<file path="src/sv/kfd_pkg.sv">
// Shared types and constants for the KISS frame deframer.
`default_nettype none

package kfd_pkg;

   localparam logic [7:0] FR_END   = 8'hC0;
   localparam logic [7:0] FR_ESC   = 8'hDB;
   localparam logic [7:0] FR_TEND  = 8'hDC;
   localparam logic [7:0] FR_TESC  = 8'hDD;
   localparam logic [3:0] CMD_DATA  = 4'h0;
   localparam logic [3:0] CMD_RESET = 4'hF;

   localparam int          LEN_W     = 11;
   localparam int          TICK_W    = 16;
   localparam int          COUNT_CAP = 2047;

   localparam logic [LEN_W-1:0]  MAX_PACKET_RESET = 11'd255;
   localparam logic [TICK_W-1:0] TIMEOUT_RESET    = 16'd5000;

   localparam logic CSR_MAX_PACKET_SIZE = 1'b0;
   localparam logic CSR_TIMEOUT_TICKS   = 1'b1;

   localparam logic OP_BYTE = 1'b0;
   localparam logic OP_TICK = 1'b1;

   typedef enum logic [1:0] {
      PH_IDLE,
      PH_HUNT,
      PH_FRAME
   } phase_type;

   typedef enum logic [2:0] {
      KIND_DATA     = 3'd0,
      KIND_DONE     = 3'd1,
      KIND_RESET    = 3'd2,
      KIND_BADTYPE  = 3'd3,
      KIND_TIMEOUT  = 3'd4,
      KIND_OVERSIZE = 3'd5
   } kind_type;

   // One classified word as it travels through the queue.
   typedef struct packed {
      logic       is_tick;
      logic [7:0] data;
      logic       is_end;
      logic       is_esc;
      logic       is_tend;
      logic       is_tesc;
   } item_type;

endpackage

`default_nettype wire

</file>
<file path="src/sv/kfd_front.sv">
// Front end: classifies an incoming word before it enters the queue.
`default_nettype none

module kfd_front (
   input  wire logic              req_operation,
   input  wire logic [7:0]        req_rx_byte,
   output kfd_pkg::item_type      item
);

   always_comb begin
      item.is_tick = (req_operation == kfd_pkg::OP_TICK);
      item.data    = req_rx_byte;
      item.is_end  = (req_rx_byte == kfd_pkg::FR_END);
      item.is_esc  = (req_rx_byte == kfd_pkg::FR_ESC);
      item.is_tend = (req_rx_byte == kfd_pkg::FR_TEND);
      item.is_tesc = (req_rx_byte == kfd_pkg::FR_TESC);
   end

endmodule

`default_nettype wire

</file>
<file path="src/sv/kfd_queue.sv">
// Short queue of classified words between front end and back end.
`default_nettype none

module kfd_queue #(
   parameter int DEPTH = 2
) (
   input  wire logic              clock,
   input  wire logic              reset,
   input  wire logic              push_valid,
   output      logic              push_ready,
   input  wire kfd_pkg::item_type push_item,
   output      logic              pop_valid,
   input  wire logic              pop_ready,
   output      kfd_pkg::item_type pop_item
);

   localparam int PTR_W = (DEPTH > 1) ? $clog2(DEPTH) : 1;
   localparam int CNT_W = $clog2(DEPTH + 1);
   localparam logic [PTR_W-1:0] PTR_LAST = PTR_W'(DEPTH - 1);
   localparam logic [CNT_W-1:0] CNT_FULL = CNT_W'(DEPTH);

   kfd_pkg::item_type entries_ff [DEPTH];
   logic [PTR_W-1:0] wr_ptr_ff, wr_ptr_in;
   logic [PTR_W-1:0] rd_ptr_ff, rd_ptr_in;
   logic [CNT_W-1:0] count_ff, count_in;
   logic             do_push, do_pop;

   assign push_ready = (count_ff != CNT_FULL);
   assign pop_valid  = (count_ff != '0);
   assign pop_item   = entries_ff[rd_ptr_ff];
   assign do_push    = push_valid && push_ready;
   assign do_pop     = pop_valid && pop_ready;

   always_comb begin
      wr_ptr_in = wr_ptr_ff;
      rd_ptr_in = rd_ptr_ff;
      count_in  = count_ff;
      if (do_push) begin
         wr_ptr_in = (wr_ptr_ff == PTR_LAST) ? '0 : wr_ptr_ff + 1'b1;
      end
      if (do_pop) begin
         rd_ptr_in = (rd_ptr_ff == PTR_LAST) ? '0 : rd_ptr_ff + 1'b1;
      end
      if (do_push && !do_pop) begin
         count_in = count_ff + 1'b1;
      end else if (do_pop && !do_push) begin
         count_in = count_ff - 1'b1;
      end
   end

   always_ff @(posedge clock) begin
      if (reset) begin
         wr_ptr_ff <= '0;
         rd_ptr_ff <= '0;
         count_ff  <= '0;
      end else begin
         wr_ptr_ff <= wr_ptr_in;
         rd_ptr_ff <= rd_ptr_in;
         count_ff  <= count_in;
      end
   end

   always_ff @(posedge clock) begin
      if (do_push) begin
         entries_ff[wr_ptr_ff] <= push_item;
      end
   end

endmodule

`default_nettype wire

</file>
<file path="src/sv/kfd_back.sv">
// Back end: frame state machine, counters and the result register.
`default_nettype none

module kfd_back #(
   parameter int MAX_FRAME = 1024
) (
   input  wire logic              clock,
   input  wire logic              reset,
   input  wire logic [10:0]       max_packet_size,
   input  wire logic [15:0]       timeout_ticks,
   input  wire logic              item_valid,
   output      logic              item_ready,
   input  wire kfd_pkg::item_type item,
   output      logic              rsp_valid,
   input  wire logic              rsp_ready,
   output      logic [2:0]        rsp_kind,
   output      logic [7:0]        rsp_payload_byte,
   output      logic [10:0]       rsp_frame_length,
   output      logic [7:0]        rsp_type_byte,
   output      logic              rsp_last
);

   localparam int LIMIT_CAP = (MAX_FRAME < kfd_pkg::COUNT_CAP) ? MAX_FRAME
                                                                : kfd_pkg::COUNT_CAP;
   localparam logic [10:0] CAP = 11'(LIMIT_CAP);

   kfd_pkg::phase_type phase_ff, phase_in;
   logic        esc_ff, esc_in;
   logic [10:0] count_ff, count_in;
   logic [7:0]  cmd_ff, cmd_in;
   logic [15:0] ticks_ff, ticks_in;

   logic              rsp_valid_ff, rsp_valid_in;
   kfd_pkg::kind_type kind_ff, kind_in;
   logic [7:0]        payload_ff, payload_in;
   logic [10:0]       length_ff, length_in;
   logic [7:0]        type_ff, type_in;
   logic              last_ff, last_in;

   logic        pop;
   logic [10:0] limit;
   logic        idle, start, full;
   logic        tick_active, hunt, in_frame, esc_path;
   logic [15:0] ticks_inc;
   logic [10:0] count_inc;
   logic        dec_valid;
   logic [7:0]  dec_byte;
   logic        ev_timeout, ev_oversize, ev_take, ev_close, ev_set_esc;
   logic        ev_open, ev_data, ev_cmd, ends, emit;
   kfd_pkg::kind_type close_kind;

   assign item_ready = !rsp_valid_ff || rsp_ready;
   assign pop        = item_valid && item_ready;

   // Classify the popped word against the current frame state.
   always_comb begin
      limit       = (max_packet_size > CAP) ? CAP : max_packet_size;
      idle        = (phase_ff == kfd_pkg::PH_IDLE);
      start       = pop && !item.is_tick && idle;
      full        = (count_ff >= limit);
      ticks_inc   = (ticks_ff != 16'hFFFF) ? ticks_ff + 16'd1 : ticks_ff;
      count_inc   = count_ff + 11'd1;
      tick_active = pop && item.is_tick && !idle;
      hunt        = pop && !item.is_tick && (idle || phase_ff == kfd_pkg::PH_HUNT);
      in_frame    = pop && !item.is_tick && (phase_ff == kfd_pkg::PH_FRAME);
      esc_path    = in_frame && esc_ff;
      dec_valid   = (esc_path && (item.is_tend || item.is_tesc))
                 || (in_frame && !esc_ff && !item.is_end && !item.is_esc);
      dec_byte    = esc_path ? (item.is_tend ? kfd_pkg::FR_END : kfd_pkg::FR_ESC)
                             : item.data;
      ev_timeout  = tick_active && (ticks_inc >= timeout_ticks);
      ev_oversize = (esc_path || dec_valid) && full;
      ev_take     = dec_valid && !full;
      ev_close    = in_frame && !esc_ff && item.is_end && (count_ff != '0);
      ev_set_esc  = in_frame && !esc_ff && item.is_esc;
      ev_open     = hunt && item.is_end;
      ev_data     = ev_take && (count_ff != '0);
      ev_cmd      = ev_take && (count_ff == '0);
      ends        = ev_timeout || ev_oversize || ev_close;
      emit        = ends || ev_data;

      priority if (cmd_ff[3:0] == kfd_pkg::CMD_DATA && count_ff >= 11'd2) begin
         close_kind = kfd_pkg::KIND_DONE;
      end else if (cmd_ff[3:0] == kfd_pkg::CMD_RESET) begin
         close_kind = kfd_pkg::KIND_RESET;
      end else begin
         close_kind = kfd_pkg::KIND_BADTYPE;
      end
   end

   // Next state.
   always_comb begin
      priority if (ends) begin
         phase_in = kfd_pkg::PH_IDLE;
      end else if (ev_open) begin
         phase_in = kfd_pkg::PH_FRAME;
      end else if (start) begin
         phase_in = kfd_pkg::PH_HUNT;
      end else begin
         phase_in = phase_ff;
      end
   end

   // Counters and result register.
   always_comb begin
      esc_in   = esc_ff;
      count_in = count_ff;
      cmd_in   = cmd_ff;
      ticks_in = ticks_ff;
      if (ev_set_esc) begin
         esc_in = 1'b1;
      end else if (esc_path || ends || start) begin
         esc_in = 1'b0;
      end
      if (start) begin
         count_in = '0;
         cmd_in   = '0;
         ticks_in = '0;
      end
      if (ev_take) begin
         count_in = count_inc;
      end
      if (ev_cmd) begin
         cmd_in = dec_byte;
      end
      if (tick_active) begin
         ticks_in = ticks_inc;
      end

      rsp_valid_in = pop ? emit : (rsp_valid_ff && !rsp_ready);
      priority if (ev_timeout) begin
         kind_in = kfd_pkg::KIND_TIMEOUT;
      end else if (ev_oversize) begin
         kind_in = kfd_pkg::KIND_OVERSIZE;
      end else if (ev_close) begin
         kind_in = close_kind;
      end else begin
         kind_in = kfd_pkg::KIND_DATA;
      end
      payload_in = ev_data ? dec_byte : 8'd0;
      length_in  = ev_data ? count_inc : count_ff;
      type_in    = cmd_ff;
      last_in    = ends;
   end

   always_ff @(posedge clock) begin
      if (reset) begin
         phase_ff     <= kfd_pkg::PH_IDLE;
         esc_ff       <= 1'b0;
         count_ff     <= '0;
         cmd_ff       <= '0;
         ticks_ff     <= '0;
         rsp_valid_ff <= 1'b0;
      end else begin
         phase_ff     <= phase_in;
         esc_ff       <= esc_in;
         count_ff     <= count_in;
         cmd_ff       <= cmd_in;
         ticks_ff     <= ticks_in;
         rsp_valid_ff <= rsp_valid_in;
      end
   end

   // Load the result only when a word is popped and produces one.
   always_ff @(posedge clock) begin
      if (pop && emit) begin
         kind_ff    <= kind_in;
         payload_ff <= payload_in;
         length_ff  <= length_in;
         type_ff    <= type_in;
         last_ff    <= last_in;
      end
   end

   assign rsp_valid        = rsp_valid_ff;
   assign rsp_kind         = kind_ff;
   assign rsp_payload_byte = payload_ff;
   assign rsp_frame_length = length_ff;
   assign rsp_type_byte    = type_ff;
   assign rsp_last         = last_ff;

   a_idle_no_escape: assert property (@(posedge clock) disable iff (reset)
      (phase_ff == kfd_pkg::PH_IDLE) |-> !esc_ff)
      else $error("escape pending while idle");

   a_count_capped: assert property (@(posedge clock) disable iff (reset)
      count_ff <= CAP)
      else $error("byte count beyond cap");

   a_end_goes_idle: assert property (@(posedge clock) disable iff (reset)
      (pop && ends) |=> (phase_ff == kfd_pkg::PH_IDLE))
      else $error("frame still open after end status");

   a_data_has_cmd: assert property (@(posedge clock) disable iff (reset)
      (rsp_valid_ff && kind_ff == kfd_pkg::KIND_DATA) |-> (length_ff >= 11'd2 && !last_ff))
      else $error("data word without command byte");

   a_no_result_lost: assert property (@(posedge clock) disable iff (reset)
      (rsp_valid_ff && !rsp_ready) |-> !pop)
      else $error("word popped while result stalled");

endmodule

`default_nettype wire

</file>
<file path="src/sv/kiss_frame_deframer.sv">
// KISS frame deframer top level: configuration registers, front end, queue, back end.
//
// Takes one word per cycle: a serial byte or a millisecond tick. Escapes are undone inside
// a frame, the first decoded byte is the command, later bytes stream out as data words, and
// a closing 0xC0, timeout or oversize gives one end word with last set. A word is accepted
// every cycle while the queue has room. The word is first written into the queue and then
// decoded into the result register when the back end pops it; a stall on the result side
// can hold it in the queue. The queue of QUEUE_DEPTH words fills only while the result side
// stalls, and req_ready drops when it is full. Configuration takes effect at once.
`default_nettype none

module kiss_frame_deframer #(
   parameter int MAX_FRAME   = 1024,
   parameter int QUEUE_DEPTH = 2
) (
   input  wire logic        clock,
   input  wire logic        reset,
   input  wire logic        csr_we,
   input  wire logic        csr_index,
   input  wire logic [15:0] csr_wdata,
   input  wire logic        req_valid,
   output      logic        req_ready,
   input  wire logic        req_operation,
   input  wire logic [7:0]  req_rx_byte,
   output      logic        rsp_valid,
   input  wire logic        rsp_ready,
   output      logic [2:0]  rsp_kind,
   output      logic [7:0]  rsp_payload_byte,
   output      logic [10:0] rsp_frame_length,
   output      logic [7:0]  rsp_type_byte,
   output      logic        rsp_last
);

   logic [10:0] max_packet_ff;
   logic [15:0] timeout_ff;

   kfd_pkg::item_type front_item;
   kfd_pkg::item_type queue_item;
   logic              queue_valid;
   logic              queue_ready;

   always_ff @(posedge clock) begin
      if (reset) begin
         max_packet_ff <= kfd_pkg::MAX_PACKET_RESET;
         timeout_ff    <= kfd_pkg::TIMEOUT_RESET;
      end else if (csr_we) begin
         unique case (csr_index)
            kfd_pkg::CSR_MAX_PACKET_SIZE: max_packet_ff <= csr_wdata[10:0];
            kfd_pkg::CSR_TIMEOUT_TICKS:   timeout_ff    <= csr_wdata;
            default: ;
         endcase
      end
   end

   kfd_front u_front (
      .req_operation (req_operation),
      .req_rx_byte   (req_rx_byte),
      .item          (front_item)
   );

   kfd_queue #(
      .DEPTH (QUEUE_DEPTH)
   ) u_queue (
      .clock      (clock),
      .reset      (reset),
      .push_valid (req_valid),
      .push_ready (req_ready),
      .push_item  (front_item),
      .pop_valid  (queue_valid),
      .pop_ready  (queue_ready),
      .pop_item   (queue_item)
   );

   kfd_back #(
      .MAX_FRAME (MAX_FRAME)
   ) u_back (
      .clock            (clock),
      .reset            (reset),
      .max_packet_size  (max_packet_ff),
      .timeout_ticks    (timeout_ff),
      .item_valid       (queue_valid),
      .item_ready       (queue_ready),
      .item             (queue_item),
      .rsp_valid        (rsp_valid),
      .rsp_ready        (rsp_ready),
      .rsp_kind         (rsp_kind),
      .rsp_payload_byte (rsp_payload_byte),
      .rsp_frame_length (rsp_frame_length),
      .rsp_type_byte    (rsp_type_byte),
      .rsp_last         (rsp_last)
   );

endmodule

`default_nettype wire

</file>
<file path="config.mk">
export PLATFORM = sky130hd
export DESIGN_NAME = kiss_frame_deframer
export DESIGN_NICKNAME = d
export VERILOG_FILES = /design/src/sv/kfd_pkg.sv /design/src/sv/kfd_front.sv /design/src/sv/kfd_queue.sv /design/src/sv/kfd_back.sv /design/src/sv/kiss_frame_deframer.sv
export SDC_FILE = /design/constraint.sdc
export NUM_CORES = 1
export LEC_CHECK = 0
export ABC_AREA = 0
export BUFFER_PORTS_ARGS = -buffer_cell sky130_fd_sc_hd__buf_2
export CORE_MARGIN = 2
export CORE_UTILIZATION = 45
export CTS_BUF_LIST = sky130_fd_sc_hd__clkbuf_4 sky130_fd_sc_hd__clkbuf_8
export DETAILED_ROUTE_END_ITERATION = 10
export GPL_ROUTABILITY_DRIVEN = 1
export GPL_TIMING_DRIVEN = 0
export PLACE_DENSITY = 0.69
export SLEW_MARGIN = 20
export SYNTH_ARGS = -nofsm -noshare
export SYNTH_HDL_FRONTEND = slang
export SYNTH_SLANG_ARGS = --single-unit
</file>
<file path="constraint.sdc">
create_clock -name clock -period 3.77 [get_ports clock]
set_input_delay 0.1885 -clock clock [delete_from_list [all_inputs] [get_ports clock]]
set_output_delay 0.1885 -clock clock [all_outputs]
set_load 0.03 [all_outputs]
</file>
==> Word-level counts from Yosys, hierarchy flattened <==
Memory sizes are Yosys's and may differ from the RTL's. A register that Yosys moved wholly into a read port is not among the register bits.
Cells that the tools add are included.
W data, S select, Z words.
{ "op_classes": {"n_mux": 28, "magnitude_cmp": 4, "n_reduce_logical": 64, "n_bitwise": 2, "eq_ne": 9, "n_addsub": 6} }
{ "ops": {"columns": ["cell", "n"], "rows": [
  ["$mux W16", 3],
  ["$mux W11", 4],
  ["$eq A8 B8 Y1 const B", 4],
  ["$logic_and A1 B1 Y1", 27],
  ["$mux W8", 3],
  ["$add A16 B1 Y16 const B", 1],
  ["$ge A16 B16 Y1", 1],
  ["$ne A16 B16 Y1 const B", 1],
  ["$reduce_bool A2 Y1", 7],
  ["$add A11 B1 Y11 const B", 1],
  ["$ge A11 B11 Y1", 1],
  ["$ge A11 B2 Y1 const B", 1],
  ["$gt A11 B11 Y1 const B", 1],
  ["$logic_not A11 Y1", 1],
  ["$mux W1", 11],
  ["$reduce_bool A11 Y1", 1],
  ["$logic_not A1 Y1", 10],
  ["$logic_or A1 B1 Y1", 10],
  ["$mux W2", 4],
  ["$mux W3", 2],
  ["$mux W5", 1],
  ["$eq A4 B4 Y1 const B", 1],
  ["$logic_not A4 Y1", 1],
  ["$reduce_and A2 Y1", 2],
  ["11 further kinds", 14]
]} }
{ "word_totals": {"mem_count": 1, "ram_bits": 26, "output_inout_bits": 33, "elab_cells": 133, "reg_bits": 101, "in_bits": 31} }
{ "mem_list": {"columns": ["name", "words", "width", "read_ports", "rd_clocked_by_memory_dff", "wr", "line", "source"], "rows": [
  ["u_queue.entries_ff", 2, 13, 1, 1, 1, "kfd_queue.sv:22", "kfd_pkg::item_type entries_ff [DEPTH];"]
]} }

==> Logic depth before layout (Yosys ltp) <==
{ "logic_depth": {"word_depth": 17, "mapped_depth": 14, "depth_no_buf": 14} }

==> Cells and area by module <==
A second synthesis with hierarchy kept.
{ "unflattened": {"hier_cells": 656, "hier_area_um2": 6558.8} }
{ "modules_own_cells": {"columns": ["module", "instances", "seq_area_each_um2", "cells_per_inst", "area_each_um2"], "rows": [
  ["kfd_back", 1, 1711.6, 457, 4088.9],
  ["kiss_frame_deframer", 1, 540.5, 117, 1171.1],
  ["kfd_queue", 1, 880.8, 64, 1162.4],
  ["kfd_front", 1, 0.0, 18, 136.4]
]} }

==> Worst setup path before layout <==
Ideal clock, no wire load.
{ "synth_path": {"path_type": "reg2reg", "startpoint": "reg u_back.ticks_ff[6]", "endpoint": "reg u_back.length_ff[0] (netlist: u_back.rsp_frame_length[0]) (enable)", "period_less_slack_ps": 3933, "setup_time_ps": 552, "t_required_ps": 3218, "path_slack_ps": -163, "t_arrival_ps": 3381, "path_stages_with_launch": 14, "cell_sequence": "dfxtp_1 -> and4_1 -> and4_1 -> clkbuf_1 -> nand2_1 -> and4_1 -> xor2_1 -> ha_1 -> a21oi_1 -> o21ai_0 -> a41oi_1 -> o21ai_0 -> a21oi_1 -> nand3_1"} }
{ "synth_via": {"elab_chain_len": 8, "word_cells_on_any_way": 9, "cone_classes": "add/sub: 1; order compare: 1; eq/ne: 1; mux: 1; reduce/logical: 5"} }
{ "synth_rtl": {"columns": ["item", "line", "source"], "rows": [
  ["from (decl)", "kfd_back.sv:31", "logic [15:0] ticks_ff, ticks_in;"],
  ["from (signal assigned)", "kfd_back.sv:159", "ticks_ff <= ticks_in;"],
  ["$add A16 B1 Y16 / $ne A16 B16 Y1 (equally long branches)", "kfd_back.sv:61", "ticks_inc = (ticks_ff != 16'hFFFF) ? ticks_ff + 16'd1 : ticks_ff;"],
  ["$mux W16 (*)", "kfd_back.sv:61", null],
  ["$ge A16 B16 Y1 (*)", "kfd_back.sv:71", "ev_timeout = tick_active && (ticks_inc >= timeout_ticks);"],
  ["$logic_and A1 B1 Y1 (*)", "kfd_back.sv:71", null],
  ["$logic_or A1 B1 Y1 (*) (2 in a row)", "kfd_back.sv:79", "ends = ev_timeout || ev_oversize || ev_close;"],
  ["$logic_or A1 B1 Y1 (*)", "kfd_back.sv:80", "emit = ends || ev_data;"],
  ["$logic_and A1 B1 Y1 (*)", "kfd_back.sv:166", "if (pop && emit) begin"],
  ["to (signal assigned)", "kfd_back.sv:169", "length_ff <= length_in;"],
  ["to (decl)", "kfd_back.sv:36", "logic [10:0] length_ff, length_in;"]
]} }
Mark *: on every way between the ends. The rest lies on a longest branch, timed or not.
A chain may end at the register's enable or synchronous reset.

==> Final worst setup path <==
{ "layout_path": {"startpoint": "reg u_back.ticks_ff[7]", "endpoint": "reg u_back.type_ff[1] (netlist: u_back.rsp_type_byte[1]) (enable)"} }
{ "layout_via": {"elab_chain_len": 8, "word_cells_on_any_way": 9, "cone_classes": "add/sub: 1; order compare: 1; eq/ne: 1; mux: 1; reduce/logical: 5"} }
{ "layout_rtl": {"columns": ["item", "line", "source"], "rows": [
  ["$add A16 B1 Y16 / $ne A16 B16 Y1 (equally long branches)", "kfd_back.sv:61", null],
  ["$mux W16 (*)", "kfd_back.sv:61", null],
  ["$ge A16 B16 Y1 (*)", "kfd_back.sv:71", null],
  ["$logic_and A1 B1 Y1 (*)", "kfd_back.sv:71", null],
  ["$logic_or A1 B1 Y1 (*) (2 in a row)", "kfd_back.sv:79", null],
  ["$logic_or A1 B1 Y1 (*)", "kfd_back.sv:80", null],
  ["$logic_and A1 B1 Y1 (*)", "kfd_back.sv:166", null],
  ["to (signal assigned)", "kfd_back.sv:170", "type_ff <= type_in;"],
  ["to (decl)", "kfd_back.sv:37", "logic [7:0] type_ff, type_in;"]
]} }
Marked as above.

==> impl_metrics.toml <==
[clock_tree]
tritoncts = "yes"
clockRootBuffer = "clkbuf_8"
cts_buffers = 17
clock_latency_ns = 0.45
cts_max_level = 4
cts.sinks = 128
cts_buffer_depth = 2
clkTransAtPathRegs_ns = 0.07

[global_routing]
grt_util_met1_pct = 25.4
overflow = 0
grt_pass1_vias = 4881
antenna_found_initial = 0
grt_max_degree = 17
gr-max-usage-layer = "met2"
grt_use_met3_pct = 5.62
grt.total_usage_pct = 19.8
use_met2_pct = 31.4
grt_pass1_wl_um = 23000

[die]
die_x_um = 122
coreArea_um2 = 13800
num_io_pins = 64
dieHeight_um = 122
initial_core_util_pct = 45.8
dieArea_um2 = 15000
rows = 43

[sta]
rsz0062_at_grt = "no"
slew_headroom_pct = 39.9
period_needed_ns = 3.38
finalSetupTns_ns = 0
worstMarginPinSlew_ns = 0.898
worst_slack_ns = 0.388
period_share_pct = 89.7
max_freq_mhz = 296
hold_viol = 0
skew_ns = 0.0134
final_max_slew_viol_count = 0
setup_violations = 0

[pwr]
ir_worst_vdd_uv = 288
p_per_area_nw_per_um2 = 454
p_leak_nw = 3.10
power_mw = 3.43

[route]
route.final.wire_length_um = 14400
drc = 0
wire_per_inst_um = 15.2
dr.pass1.iters = 6
via_per_inst = 5.40
drtAntennaViolNets = 0
vias = 5126
initialDrtViolationCount = 336

[yosys]
async_flop_share_pct = 0
postSynthCellCount = 649
ys_ff_latch = 128
yosysTopAreaCell = "edfxtp_1"
synth_cell_types = 59
synth_area_um2 = 6310
yosysSeqAreaShare_pct = 49.7
synth-edff-count = 57
yosys-top-cells-area = "edfxtp_1 27%, dfxtp_1 23%, ha_1 6.3%, nand2_1 6.1%, a21oi_1 4.5%"
synth.avg_cell_area_um2 = 9.72
syn_nets = 712
synth_top_area_share_pct = 27.1
ys.flop_type = "dfxtp_1"
yosys_warnings = 0

[placement]
portBuffers = 62
dpl-instance-area_um2 = 6850
post-dp-hpwl_um = 10300
dp_slack_ns = -0.682
gp_congestion = 0.868

[run]
max_cap_viol_count = 0

[final_layout]
layout-drive-gt1-share_pct = 16.8
final_net_count = 819
multiInputGateArea_um2 = 2970
fill_cells = 1241
area_delta_synth_final_pct = 20.0
design_area_um2 = 7570
antenna_cells = 0
seq_area_um2 = 3130

[critical_path]
rrSetupSlack_ns = 0.39
cp-start-kind = "register"
arrival_ns = 3.51
critPathCaptureType = "register"
rr_startpoint = "u_back.ticks_ff[7]"
r2r_end = "u_back.rsp_type_byte[1]"
cp_max_fo = 16
worstPathRequired_ns = 3.90
path_class = "reg -> reg"
reg2reg_depth = 14

[min_path]
hold_end = "timeout_ff[10]"
holdPathStages = 3
hold_start = "csr_wdata[10]"
hold_class = "in -> reg"

[outcome]
status = "complete, no violations"
-- worst max-delay path by stage --
stage,to,cells past startpoint,startpoint,slack (ns)
floorplan,u_back.rsp_frame_length[0],13,u_back.ticks_ff[6],0.19
global placement,u_back.rsp_type_byte[3],13,u_back.ticks_ff[6],-0.48
detailed placement,u_back.rsp_type_byte[1],13,u_back.ticks_ff[6],-0.68
CTS,u_back.rsp_type_byte[1],14,u_back.ticks_ff[6],0.05
global route,u_back.phase_ff[1],16,u_back.ticks_ff[7],0.07
finish,u_back.rsp_type_byte[1],14,u_back.ticks_ff[7],0.39
-- synthesized netlist by cell type, drive strengths merged, types with 6 or more instances --
| cell | instances |
|---|---|
| nand3b | 21 |
| or3 | 12 |
| o21ai | 22 |
| a21oi | 57 |
| dfxtp | 71 |
| a31oi | 12 |
| nor3 | 7 |
| nor2 | 35 |
| nand4 | 8 |
| ha | 32 |
| nor2b | 11 |
| or2 | 10 |
| inv | 36 |
| and3 | 10 |
| nand3 | 30 |
| xnor2 | 14 |
| xor2 | 9 |
| mux2 | 7 |
| edfxtp | 57 |
| buf | 6 |
| nand2 | 102 |
| a22o | 6 |
| nand2b | 8 |
| clkbuf | 21 |
-- registers in the layout, summed over array words and instances, names as in the netlist, named ones only --
register	flops
u_back.esc_ff	1
u_queue.count_ff	2
u_back.rsp_kind	3
u_back.rsp_type_byte	8
max_packet_ff	11
u_back.rsp_frame_length	11
u_back.ticks_ff	16
timeout_ff	16
u_back.count_ff	11
u_queue.entries_ff	26
u_queue.wr_ptr_ff	1
u_back.rsp_payload_byte	8
u_queue.rd_ptr_ff	1
u_back.phase_ff	2
u_back.cmd_ff	8
u_back.rsp_last	1
u_back.rsp_valid	1
-- cells in the final DEF (no fill, tap or decap), types with 7 or more instances in the layout --
cell	Yosys	layout
xor2_1	9	9
nand3b_1	21	21
nor2_1	35	32
inv_1	36	36
nand2_1	102	101
clkbuf_8	0	19
edfxtp_1	57	57
clkbuf_1	21	20
dfxtp_1	71	70
and3_1	10	10
or3_1	12	12
nand4_1	7	7
or2_0	8	8
xnor2_1	14	14
a31oi_1	12	12
a21oi_1	57	55
nand2b_1	8	8
dlygate4sd3_1	0	24
buf_2	2	64
ha_1	32	32
nand3_1	29	28
o21ai_0	20	19
nor2b_1	11	11
-- critical path: stages, from the launching register on --
cell and delay, ns:
dfxtp_1 0.44, and4_2 0.33, nand2_1 0.08, or3_1 0.42, nor2_2 0.18, nand3_1 0.10
o21a_1 0.12, ha_1 0.31, a21oi_1 0.15, o21ai_0 0.10, a21oi_1 0.15, o21ai_1 0.15
a21oi_2 0.14, buf_4 0.17, nand3_4 0.23
-- routing by layer --
| metal | vias to the layer above | share of wire [%] | routed length [um] |
|---|---|---|---|
| li1 | 2530 | - | - |
| met4 | 0 | 2.8 | 406 |
| met1 | 2418 | 45 | 6540 |
| met3 | 32 | 4.7 | 675 |
| met5 | - | 0 | 0 |
| met2 | 146 | 47 | 6770 |
-- area by class of cell --
type | count | area share, %
Tap cell | 180 | 2.98
Buffer | 26 | 1.52
Clock inverter | 13 | 2.10
Inverter | 37 | 1.84
Clock buffer | 19 | 3.46
Sequential cell | 128 | 41.4
Multi-Input combinational cell | 458 | 39.2
Timing Repair Buffer | 88 | 7.47
-- per-stage QoR --
stage / hold WS (ns) / util (%) / instances
6_report: 0.0216 / 54.9 / 949
3_3_place_gp: 0.385 / 49.7 / 891
5_1_grt: 0.00216 / 54.9 / 949
4_1_cts: 0.000848 / 54.8 / 950
3_5_place_dp: 0.383 / 49.7 / 891
2_1_floorplan: 0.287 / - / 649
-- timing repair --
item,4_1_cts,5_1_grt
buffers inserted,2,0
gates resized for setup,3,9
setup endpoints to repair,31,37
hold buffers,24,0
hold endpoints to repair,43,0
pin swaps,2,0
cloned,1,0
-- where the power goes --
| group | total [mW] | internal (mW) | switching (mW) |
|---|---|---|---|
| registers | 1.60 | 1.54 | 0.0541 |
| clock network | 1.23 | 0.687 | 0.545 |
| logic | 0.605 | 0.233 | 0.372 |
| total | 3.43 | 2.46 | 0.972 |
-- logic make-up after synthesis --
| kind of cell | synth area share [%] |
|---|---|
| AOI/OAI and AO/OA | 11.0 |
| adders and majority gates | 6.35 |
| and+or+nand+nor | 22.4 |
| xor gates and xnor gates | 3.19 |
| DFF | 49.7 |
| muxes | 3.33 |
| buffers and inverters | 4.09 |
Power figures use the tool's default switching activity.
